<file path="config.mk">
export PLATFORM = sky130hd
export DESIGN_NAME = udp_endpoint_demux_table_core
export DESIGN_NICKNAME = d
export VERILOG_FILES = /design/src/rtl/udt_pkg.sv /design/src/rtl/udp_endpoint_demux_table_core.sv /design/src/rtl/udt_queue_ram.sv /design/src/rtl/udt_match.sv /design/src/rtl/udt_core_ctrl.sv
export SDC_FILE = /design/constraint.sdc
export NUM_CORES = 2
export LEC_CHECK = 0
export ABC_AREA = 1
export BUFFER_PORTS_ARGS = -buffer_cell sky130_fd_sc_hd__buf_2
export CORE_MARGIN = 8
export CORE_UTILIZATION = 50
export CTS_CLUSTER_DIAMETER = 100
export CTS_CLUSTER_SIZE = 28
export DETAILED_ROUTE_END_ITERATION = 10
export GPL_ROUTABILITY_DRIVEN = 0
export PLACE_DENSITY = 0.71
export SLEW_MARGIN = 20
export SYNTH_ARGS = -nofsm -noshare
export SYNTH_HDL_FRONTEND = slang
export SYNTH_SLANG_ARGS = --single-unit
</file>
<file path="constraint.sdc">
create_clock -name aclk -period 6.3 [get_ports aclk]
set_input_delay 0.63 -clock aclk [delete_from_list [all_inputs] [get_ports aclk]]
set_output_delay 0.63 -clock aclk [all_outputs]
set_load 0.05 [all_outputs]
</file>
<file path="src/rtl/udt_pkg.sv">
// UDP endpoint demux table: shared types, sizes and helpers.
// Used by every module of the block but udt_queue_ram; depends on nothing.
package udt_pkg;

    localparam int SLOT_COUNT  = 8;
    localparam int QUEUE_DEPTH = 8;
    localparam int HANDLE_BITS = 16;

    localparam int SLOT_W  = (SLOT_COUNT > 1) ? $clog2(SLOT_COUNT) : 1;
    localparam int HEAD_W  = (QUEUE_DEPTH > 1) ? $clog2(QUEUE_DEPTH) : 1;
    localparam int CNT_W   = $clog2(QUEUE_DEPTH + 1);
    localparam int QWORDS  = SLOT_COUNT * QUEUE_DEPTH;
    localparam int QADDR_W = (QWORDS > 1) ? $clog2(QWORDS) : 1;

    typedef enum logic [1:0] {
        MODE_FREE = 2'd0,
        MODE_USED = 2'd1,
        MODE_WAIT = 2'd2
    } mode_t;

    typedef enum logic [2:0] {
        FN_REGISTER = 3'd0,
        FN_RELEASE  = 3'd1,
        FN_DELIVER  = 3'd2,
        FN_RECV     = 3'd3,
        FN_RECV_LP  = 3'd4
    } func_t;

    typedef enum logic [2:0] {
        ST_OK      = 3'd0,
        ST_DUP     = 3'd1,
        ST_FULL    = 3'd2,
        ST_NOMATCH = 3'd3,
        ST_WAITING = 3'd4,
        ST_DROPPED = 3'd5
    } status_t;

    typedef enum logic [1:0] {
        S_IDLE,
        S_LOOK,
        S_READ,
        S_OUT
    } state_t;

    typedef struct packed {
        logic [2:0]  func;
        logic [31:0] remote_ip;
        logic [15:0] remote_port;
        logic [15:0] local_port;
        logic [15:0] buffer_handle;
    } in_t;

    typedef struct packed {
        status_t     status;
        logic [2:0]  slot;
        logic [15:0] handle_out;
        logic        handle_valid;
        logic        wake;
        logic        last;
    } out_t;

    typedef struct packed {
        logic [31:0] ip;
        logic [15:0] rport;
        logic [15:0] lport;
    } tag_t;

    typedef struct packed {
        logic              hit;
        logic [SLOT_W-1:0] slot;
    } match_t;

    function automatic logic [HEAD_W-1:0] ptr_inc(input logic [HEAD_W-1:0] p);
        return (p == HEAD_W'(QUEUE_DEPTH - 1)) ? '0 : p + 1'b1;
    endfunction

    function automatic logic [QADDR_W-1:0] q_addr(input logic [SLOT_W-1:0] s,
                                                  input logic [HEAD_W-1:0] p);
        return QADDR_W'(s) * QADDR_W'(QUEUE_DEPTH) + QADDR_W'(p);
    endfunction

endpackage

</file>
<file path="src/rtl/udp_endpoint_demux_table_core.sv">
// UDP endpoint demux table, top level.
// Depends on udt_pkg and udt_core_ctrl.
//
//  channel | ports              | direction | payload
//  --------+--------------------+-----------+------------------
//  input   | s_valid/s_ready    | in        | s_data  (in_t)
//  result  | m_valid/m_ready    | out       | m_data  (out_t)
//
// One transaction at a time: accept, a lookup state, then the result
// register. Register and deliver pass IDLE, LOOK and OUT; a dequeue adds a READ
// state for the queue RAM read, and release repeats that read per queued handle.
// Reset clears the sequencer and all entry modes; no clearing pass.
// A stalled result holds the sequencer until m_ready.
module udp_endpoint_demux_table_core (
    input  logic          aclk,
    input  logic          aresetn,
    input  logic          s_valid,
    output logic          s_ready,
    input  udt_pkg::in_t  s_data,
    output logic          m_valid,
    input  logic          m_ready,
    output udt_pkg::out_t m_data
);
    import udt_pkg::*;

    udt_core_ctrl u_ctrl (
        .aclk    (aclk),
        .aresetn (aresetn),
        .s_valid (s_valid),
        .s_ready (s_ready),
        .s_data  (s_data),
        .m_valid (m_valid),
        .m_ready (m_ready),
        .m_data  (m_data)
    );

endmodule

</file>
<file path="src/rtl/udt_queue_ram.sv">
// Simple dual-port RAM for the handle queues, registered read.
// Generic; no package dependency.
module udt_queue_ram #(
    parameter int DEPTH = 64,
    parameter int WIDTH = 16,
    parameter int AW    = 6
) (
    input  logic             aclk,
    input  logic             we,
    input  logic [AW-1:0]    waddr,
    input  logic [WIDTH-1:0] wdata,
    input  logic             re,
    input  logic [AW-1:0]    raddr,
    output logic [WIDTH-1:0] rdata
);

    logic [WIDTH-1:0] mem [DEPTH];

    always_ff @(posedge aclk) begin
        if (we) begin
            mem[waddr] <= wdata;
        end
        if (re) begin
            rdata <= mem[raddr];
        end
    end

endmodule

</file>
<file path="src/rtl/udt_match.sv">
// Parallel tag compare and first-hit select over all endpoint slots.
// Depends on udt_pkg.
module udt_match (
    input  udt_pkg::in_t                    req,
    input  udt_pkg::mode_t                  mode  [udt_pkg::SLOT_COUNT],
    input  udt_pkg::tag_t                   tag   [udt_pkg::SLOT_COUNT],
    input  logic [udt_pkg::CNT_W-1:0]       cnt   [udt_pkg::SLOT_COUNT],
    output udt_pkg::match_t                 hit,
    output udt_pkg::match_t                 free_slot
);
    import udt_pkg::*;

    logic [SLOT_COUNT-1:0] sel_vec;
    logic [SLOT_COUNT-1:0] free_vec;

    always_comb begin
        for (int i = 0; i < SLOT_COUNT; i++) begin
            logic live, exact, dlv, lpm;
            live  = (mode[i] != MODE_FREE);
            exact = live && tag[i].ip == req.remote_ip
                    && tag[i].rport == req.remote_port
                    && tag[i].lport == req.local_port;
            dlv   = live && tag[i].lport == req.local_port
                    && (tag[i].rport == '0 || tag[i].rport == req.remote_port)
                    && (tag[i].ip == '0 || tag[i].ip == req.remote_ip)
                    && cnt[i] < CNT_W'(QUEUE_DEPTH);
            lpm   = live && tag[i].ip == '0 && tag[i].lport == req.local_port;
            case (req.func)
                FN_DELIVER: sel_vec[i] = dlv;
                FN_RECV_LP: sel_vec[i] = lpm;
                default:    sel_vec[i] = exact;
            endcase
            free_vec[i] = (mode[i] == MODE_FREE);
        end
    end

    always_comb begin
        hit       = '0;
        free_slot = '0;
        for (int i = SLOT_COUNT - 1; i >= 0; i--) begin
            if (sel_vec[i]) begin
                hit.hit  = 1'b1;
                hit.slot = SLOT_W'(i);
            end
            if (free_vec[i]) begin
                free_slot.hit  = 1'b1;
                free_slot.slot = SLOT_W'(i);
            end
        end
    end

endmodule

</file>
<file path="src/rtl/udt_core_ctrl.sv">
// Sequencer and entry state: tags, modes, queue pointers; drives the queue RAM.
// Depends on udt_pkg, udt_match and udt_queue_ram.
module udt_core_ctrl (
    input  logic            aclk,
    input  logic            aresetn,
    input  logic            s_valid,
    output logic            s_ready,
    input  udt_pkg::in_t    s_data,
    output logic            m_valid,
    input  logic            m_ready,
    output udt_pkg::out_t   m_data
);
    import udt_pkg::*;

    state_t state_reg, state_next;
    in_t    in_reg;
    out_t   out_reg, out_next;
    logic [SLOT_W-1:0] sel_reg, sel_next;
    logic   more_reg, more_next;

    mode_t             mode_reg [SLOT_COUNT];
    tag_t              tag_reg  [SLOT_COUNT];
    logic [CNT_W-1:0]  cnt_reg  [SLOT_COUNT];
    logic [HEAD_W-1:0] head_reg [SLOT_COUNT];
    logic [HEAD_W-1:0] tail_reg [SLOT_COUNT];

    match_t hit, free_slot;

    logic              tag_we, mode_we, ptr_we;
    logic [SLOT_W-1:0] wr_slot;
    mode_t             mode_wd;
    logic [CNT_W-1:0]  cnt_wd;
    logic [HEAD_W-1:0] head_wd, tail_wd;

    logic                   ram_we, ram_re;
    logic [QADDR_W-1:0]     ram_waddr, ram_raddr;
    logic [HANDLE_BITS-1:0] ram_rdata;

    udt_match u_match (
        .req       (in_reg),
        .mode      (mode_reg),
        .tag       (tag_reg),
        .cnt       (cnt_reg),
        .hit       (hit),
        .free_slot (free_slot)
    );

    udt_queue_ram #(
        .DEPTH (QWORDS),
        .WIDTH (HANDLE_BITS),
        .AW    (QADDR_W)
    ) u_ram (
        .aclk  (aclk),
        .we    (ram_we),
        .waddr (ram_waddr),
        .wdata (HANDLE_BITS'(in_reg.buffer_handle)),
        .re    (ram_re),
        .raddr (ram_raddr),
        .rdata (ram_rdata)
    );

    assign s_ready = (state_reg == S_IDLE);
    assign m_valid = (state_reg == S_OUT);
    assign m_data  = out_reg;

    // next state
    always_comb begin
        state_next = state_reg;
        unique case (state_reg)
            S_IDLE: begin
                if (s_valid) begin
                    state_next = S_LOOK;
                end
            end
            S_LOOK: begin
                case (in_reg.func)
                    FN_REGISTER, FN_DELIVER: state_next = S_OUT;
                    FN_RELEASE, FN_RECV, FN_RECV_LP: begin
                        if (hit.hit && cnt_reg[hit.slot] != '0) begin
                            state_next = S_READ;
                        end else begin
                            state_next = S_OUT;
                        end
                    end
                    default: state_next = S_IDLE;
                endcase
            end
            S_READ: state_next = S_OUT;
            S_OUT: begin
                if (m_ready) begin
                    state_next = more_reg ? S_READ : S_IDLE;
                end
            end
            default: state_next = S_IDLE;
        endcase
    end

    // datapath and entry updates
    always_comb begin
        out_next  = out_reg;
        sel_next  = sel_reg;
        more_next = more_reg;
        tag_we    = 1'b0;
        mode_we   = 1'b0;
        ptr_we    = 1'b0;
        wr_slot   = hit.slot;
        mode_wd   = MODE_USED;
        cnt_wd    = cnt_reg[hit.slot];
        head_wd   = head_reg[hit.slot];
        tail_wd   = tail_reg[hit.slot];
        ram_we    = 1'b0;
        ram_re    = 1'b0;
        ram_waddr = q_addr(hit.slot, tail_reg[hit.slot]);
        ram_raddr = q_addr(hit.slot, head_reg[hit.slot]);
        unique case (state_reg)
            S_LOOK: begin
                out_next  = '{ST_OK, 3'(hit.slot), 16'd0, 1'b0, 1'b0, 1'b1};
                more_next = 1'b0;
                sel_next  = hit.slot;
                case (in_reg.func)
                    FN_REGISTER: begin
                        if (hit.hit) begin
                            out_next.status = ST_DUP;
                        end else if (free_slot.hit) begin
                            wr_slot       = free_slot.slot;
                            tag_we        = 1'b1;
                            mode_we       = 1'b1;
                            mode_wd       = MODE_USED;
                            ptr_we        = 1'b1;
                            cnt_wd        = '0;
                            head_wd       = '0;
                            tail_wd       = '0;
                            out_next.slot = 3'(free_slot.slot);
                        end else begin
                            out_next.status = ST_FULL;
                            out_next.slot   = 3'd0;
                        end
                    end
                    FN_RELEASE: begin
                        if (!hit.hit) begin
                            out_next.status = ST_NOMATCH;
                            out_next.slot   = 3'd0;
                        end else begin
                            mode_we = 1'b1;
                            mode_wd = MODE_FREE;
                            ram_re  = (cnt_reg[hit.slot] != '0);
                        end
                    end
                    FN_DELIVER: begin
                        if (!hit.hit) begin
                            out_next.status = ST_DROPPED;
                            out_next.slot   = 3'd0;
                        end else begin
                            ram_we  = 1'b1;
                            ptr_we  = 1'b1;
                            cnt_wd  = cnt_reg[hit.slot] + 1'b1;
                            tail_wd = ptr_inc(tail_reg[hit.slot]);
                            if (mode_reg[hit.slot] == MODE_WAIT) begin
                                mode_we       = 1'b1;
                                mode_wd       = MODE_USED;
                                out_next.wake = 1'b1;
                            end
                        end
                    end
                    FN_RECV, FN_RECV_LP: begin
                        if (!hit.hit) begin
                            out_next.status = ST_NOMATCH;
                            out_next.slot   = 3'd0;
                        end else if (cnt_reg[hit.slot] == '0) begin
                            mode_we         = 1'b1;
                            mode_wd         = MODE_WAIT;
                            out_next.status = ST_WAITING;
                        end else begin
                            ram_re = 1'b1;
                        end
                    end
                    default: ;
                endcase
            end
            S_READ: begin
                wr_slot   = sel_reg;
                ptr_we    = 1'b1;
                cnt_wd    = cnt_reg[sel_reg] - 1'b1;
                head_wd   = ptr_inc(head_reg[sel_reg]);
                tail_wd   = tail_reg[sel_reg];
                out_next  = '{ST_OK, 3'(sel_reg), 16'(ram_rdata), 1'b1, 1'b0, 1'b1};
                more_next = 1'b0;
                if (in_reg.func == FN_RELEASE) begin
                    out_next.last = (cnt_reg[sel_reg] == CNT_W'(1));
                    more_next     = (cnt_reg[sel_reg] != CNT_W'(1));
                end
            end
            S_OUT: begin
                ram_raddr = q_addr(sel_reg, head_reg[sel_reg]);
                ram_re    = m_ready && more_reg;
            end
            default: ;
        endcase
    end

    always_ff @(posedge aclk) begin
        if (!aresetn) begin
            state_reg <= S_IDLE;
            more_reg  <= 1'b0;
            for (int i = 0; i < SLOT_COUNT; i++) begin
                mode_reg[i] <= MODE_FREE;
            end
        end else begin
            state_reg <= state_next;
            more_reg  <= more_next;
            if (mode_we) begin
                mode_reg[wr_slot] <= mode_wd;
            end
        end
    end

    always_ff @(posedge aclk) begin
        if (s_valid && s_ready) begin
            in_reg <= s_data;
        end
        out_reg <= out_next;
        sel_reg <= sel_next;
        if (tag_we) begin
            tag_reg[wr_slot] <= '{in_reg.remote_ip, in_reg.remote_port, in_reg.local_port};
        end
        if (ptr_we) begin
            cnt_reg[wr_slot]  <= cnt_wd;
            head_reg[wr_slot] <= head_wd;
            tail_reg[wr_slot] <= tail_wd;
        end
    end

endmodule
</file>
==> results.md <==
- Sink Count: about 1800
- Adder-cell share of the synthesized area: 0.153%
- Max FFs per register: approximately 1000
- Total negative setup slack: 0 ps
- RR Startpoint: u_ctrl.in_reg[64]
- Post-CTS Hold Buffers: 0
- Most common library cells after synthesis: nand2_1, edfxtp_1, inv_1
- CTS tree: built
- Clock root cell: clkbuf_16
- Worst Skew: ~64 ps
- Post-synthesis sequential area ratio: between 60% and 70%
- Maxcap violations: 0
- Die H: 420 µm
- Crit. End Element: register
- Critical Path AT: 6360 ps
- Req. time, crit path: approximately 6800 ps
- Setup-failing EPs final: 0
- Outcome: finished clean
- WL final: 229000 µm
- Crit share post-route: 93.4%
- Final Hold Fails: 0
- Post-DP HPWL: between 100000 and 150000 µm
- Die Wd: approximately 420 µm
- Yosys warns: 0
- Largest net degree at the start of global routing: between 150 and 200
- Via/cell ratio: around 5.6
- Crit-path max cell delay: 770 ps
- Die area: 177000 µm²
- F_max: about 0.17 GHz
- Setup Fix Bufs, Post-CTS: 0
- Overflow left after global routing: 0
- Most frequent cell after synthesis: nand2_1
- Main combinational cell family by area after synthesis: simple AND/OR/NAND/NOR gates
- Avg Inst Size Synth: 10.1 µm²
- Worst flop-to-flop path endpoint: u_ctrl.u_ram.rdata[8]
- Ys async rst share: 0%
- Worst skew pair latency: between 700 and 800 ps
- Routing usage on met3: 4.68%
- Slowest cell on crit path: edfxtp_1
- PwrDens: 242 nW/µm²
- Number of buffers added on ports: approximately 110
- Vias in the first global route: approximately 55000
- Seq. cell area: around 53000 µm²
- # DRC: 0
- Nets@finish: between 8000 and 9000
- Distinct cells, synth: 55
- Min-Delay Endpoint: u_ctrl.in_reg[40]
- Fill cells: between 10000 and 15000
- Leakage power: ~35 nW
- RSZ-0062 raised after global routing: no
- Slew headroom: a little under a third
- Total Routing Usage GR: between 20% and 30%
- Num CTS Buffers: 75
- I/O pins: 114
- Top cells by area, synth: edfxtp_1, nand2_1, nand3_1
- Top_reg_cell synth: edfxtp_1
- Top cell by count, worst path: nand2_1
- Syn nets: ~8200
- First-pass GRT wire length: between 300000 and 400000 µm
- XOR/XNOR Fraction of Synth Area: around 3.1%
- First drt pass iteration count: 10
- WHS Path Cells: 1
- Critical Path Fanout Max: 35
- Starting Density: around half
- Post-CTS resize count: 0
- GR peak layer: met2
- GR Util met2: 38.7%
- CTS Buffer Depth: 3
- Slew @ Worst Pin: just over 1000 ps
- Simple-Gate Fraction of Synth Area: between 20% and 30%
- Hold WS: about 60 ps
- Layout cells sized above 1: 6.72%
- CP Launch Type: register
- Drt wl/cell: ~22 µm
- Maximum VDD drop: 0.178 mV
- Core footprint: approximately 160000 µm²
- Initial antenna violation count: 1
- Area of the multi-input gates: approximately 22000 µm²
- Final ANT Viol Nets: 0
- Hold WC Path Type: primary input to register
- H-Tree Depth: 3
- DR vias: 58339
- Reg-to-reg slack, setup: between 400 and 500 ps
- Post-synth EDFFs: between 1500 and 2000
- Mux cell area share after synthesis: 0%
- Design Power: 21.2 mW
- Compound-Gate Fraction of Synth Area: 1.52%
- Met1 Usage GRT: a little over a third
- DR iter-0 viols: 8536
- Final worst path period need: between 5000 and 6000 ps
- Yosys top cell area share: between 60% and 70%
- Crit Path Class: register to register
- Cells on worst reg2reg path: 26
- Worst hold path startpoint: s_data[40]
- Cells after Synth: between 8000 and 9000
- Top cell type by total area after synthesis: edfxtp_1
- Area Growth Syn to Fin: 7.21%
- Row count: ~150
- Synthesized flop and latch total: 1765
- Syn Std Cell Area: 81700 µm²
- Clk slew on worst S/H paths: ~110 ps
- Max-slew violations: 0
cell families (layout without fill, tap and decap cells):
family                   count (synthesis)  in the layout
flip-flops                            1765           1765
AO/OA/AOI/OAI                          218            218
other                                    0              1
buffers and inverters                 1617           1721
XOR/XNOR                               288            288
AND/OR/NAND/NOR                       4165           4165
adder cells (fa/ha/maj)                 10             10
power breakdown:
part	leakage (nW)	switching (mW)	internal, mW	total (mW)
sequential	15.9	0.211	13.2	13.4
clock	1.04	3.66	2.28	5.94
combinational	18.1	1.37	0.490	1.86
total	35.0	5.24	15.9	21.2
how the worst max path moves through the flow:
stage                                  from               endpoint  slack (ps)  cells after the start
final                     u_ctrl.in_reg[64]  u_ctrl.u_ram.rdata[8]         420                     26
after global routing      u_ctrl.in_reg[28]  u_ctrl.u_ram.rdata[8]         220                     30
after CTS                 u_ctrl.in_reg[64]  u_ctrl.u_ram.rdata[8]         740                     26
after detailed placement  u_ctrl.in_reg[64]  u_ctrl.u_ram.rdata[8]         730                     26
after global placement    u_ctrl.in_reg[64]  u_ctrl.u_ram.rdata[8]         870                     26
after floorplan           u_ctrl.in_reg[74]    u_ctrl.tag_reg[256]         290                     24
through the flow:
step           cell area (µm²)  std cells  util [%]  worst slack [ps]
2_1_floorplan            81700       8063         -               293
3_3_place_gp             85500      10244      52.6               868
3_5_place_dp             85500      10244      52.6               731
4_1_cts                  87600      10342      53.9               735
5_1_grt                  87600      10343      53.9               223
6_report                 87600      10343      53.9               418
cells in the final DEF, fill, tap and decap left out, types with 59 or more instances in the layout:
cell / instances
buf_2: 113
buf_4: 193
clkbuf_16: 76
edfxtp_1: 1743
inv_1: 1231
nand2_1: 1951
nand3_1: 1201
nand3b_1: 169
nand4_1: 89
nor2_1: 621
o21ai_0: 97
xnor2_1: 229
xor2_1: 59
critical path, delay by kind of cell (launching register included):
family / cells / cell delay (ps)
buf+inv: 3 / 520
flops: 1 / 770
simple gates: 21 / 3790
compound gates: 2 / 490
final cells by class:
cell class / count / share of cell area (%)
sequential: 1765 / 60.2
multi-input combinational: 4681 / 25.5
inverter: 1279 / 5.49
timing repair buffer: 344 / 3.17
tap: 2175 / 3.11
clock buffer: 84 / 2.22
clock inverter: 14 / 0.251
antenna: 1 / 0.00286
per-layer routing:
metal	wire [µm]	vias up
met2	102000	3529
met5	0	-
met4	8920	0
met3	26600	491
met1	92000	27810
li1	-	26509
Note: power is estimated with default switching activity, not from simulation.
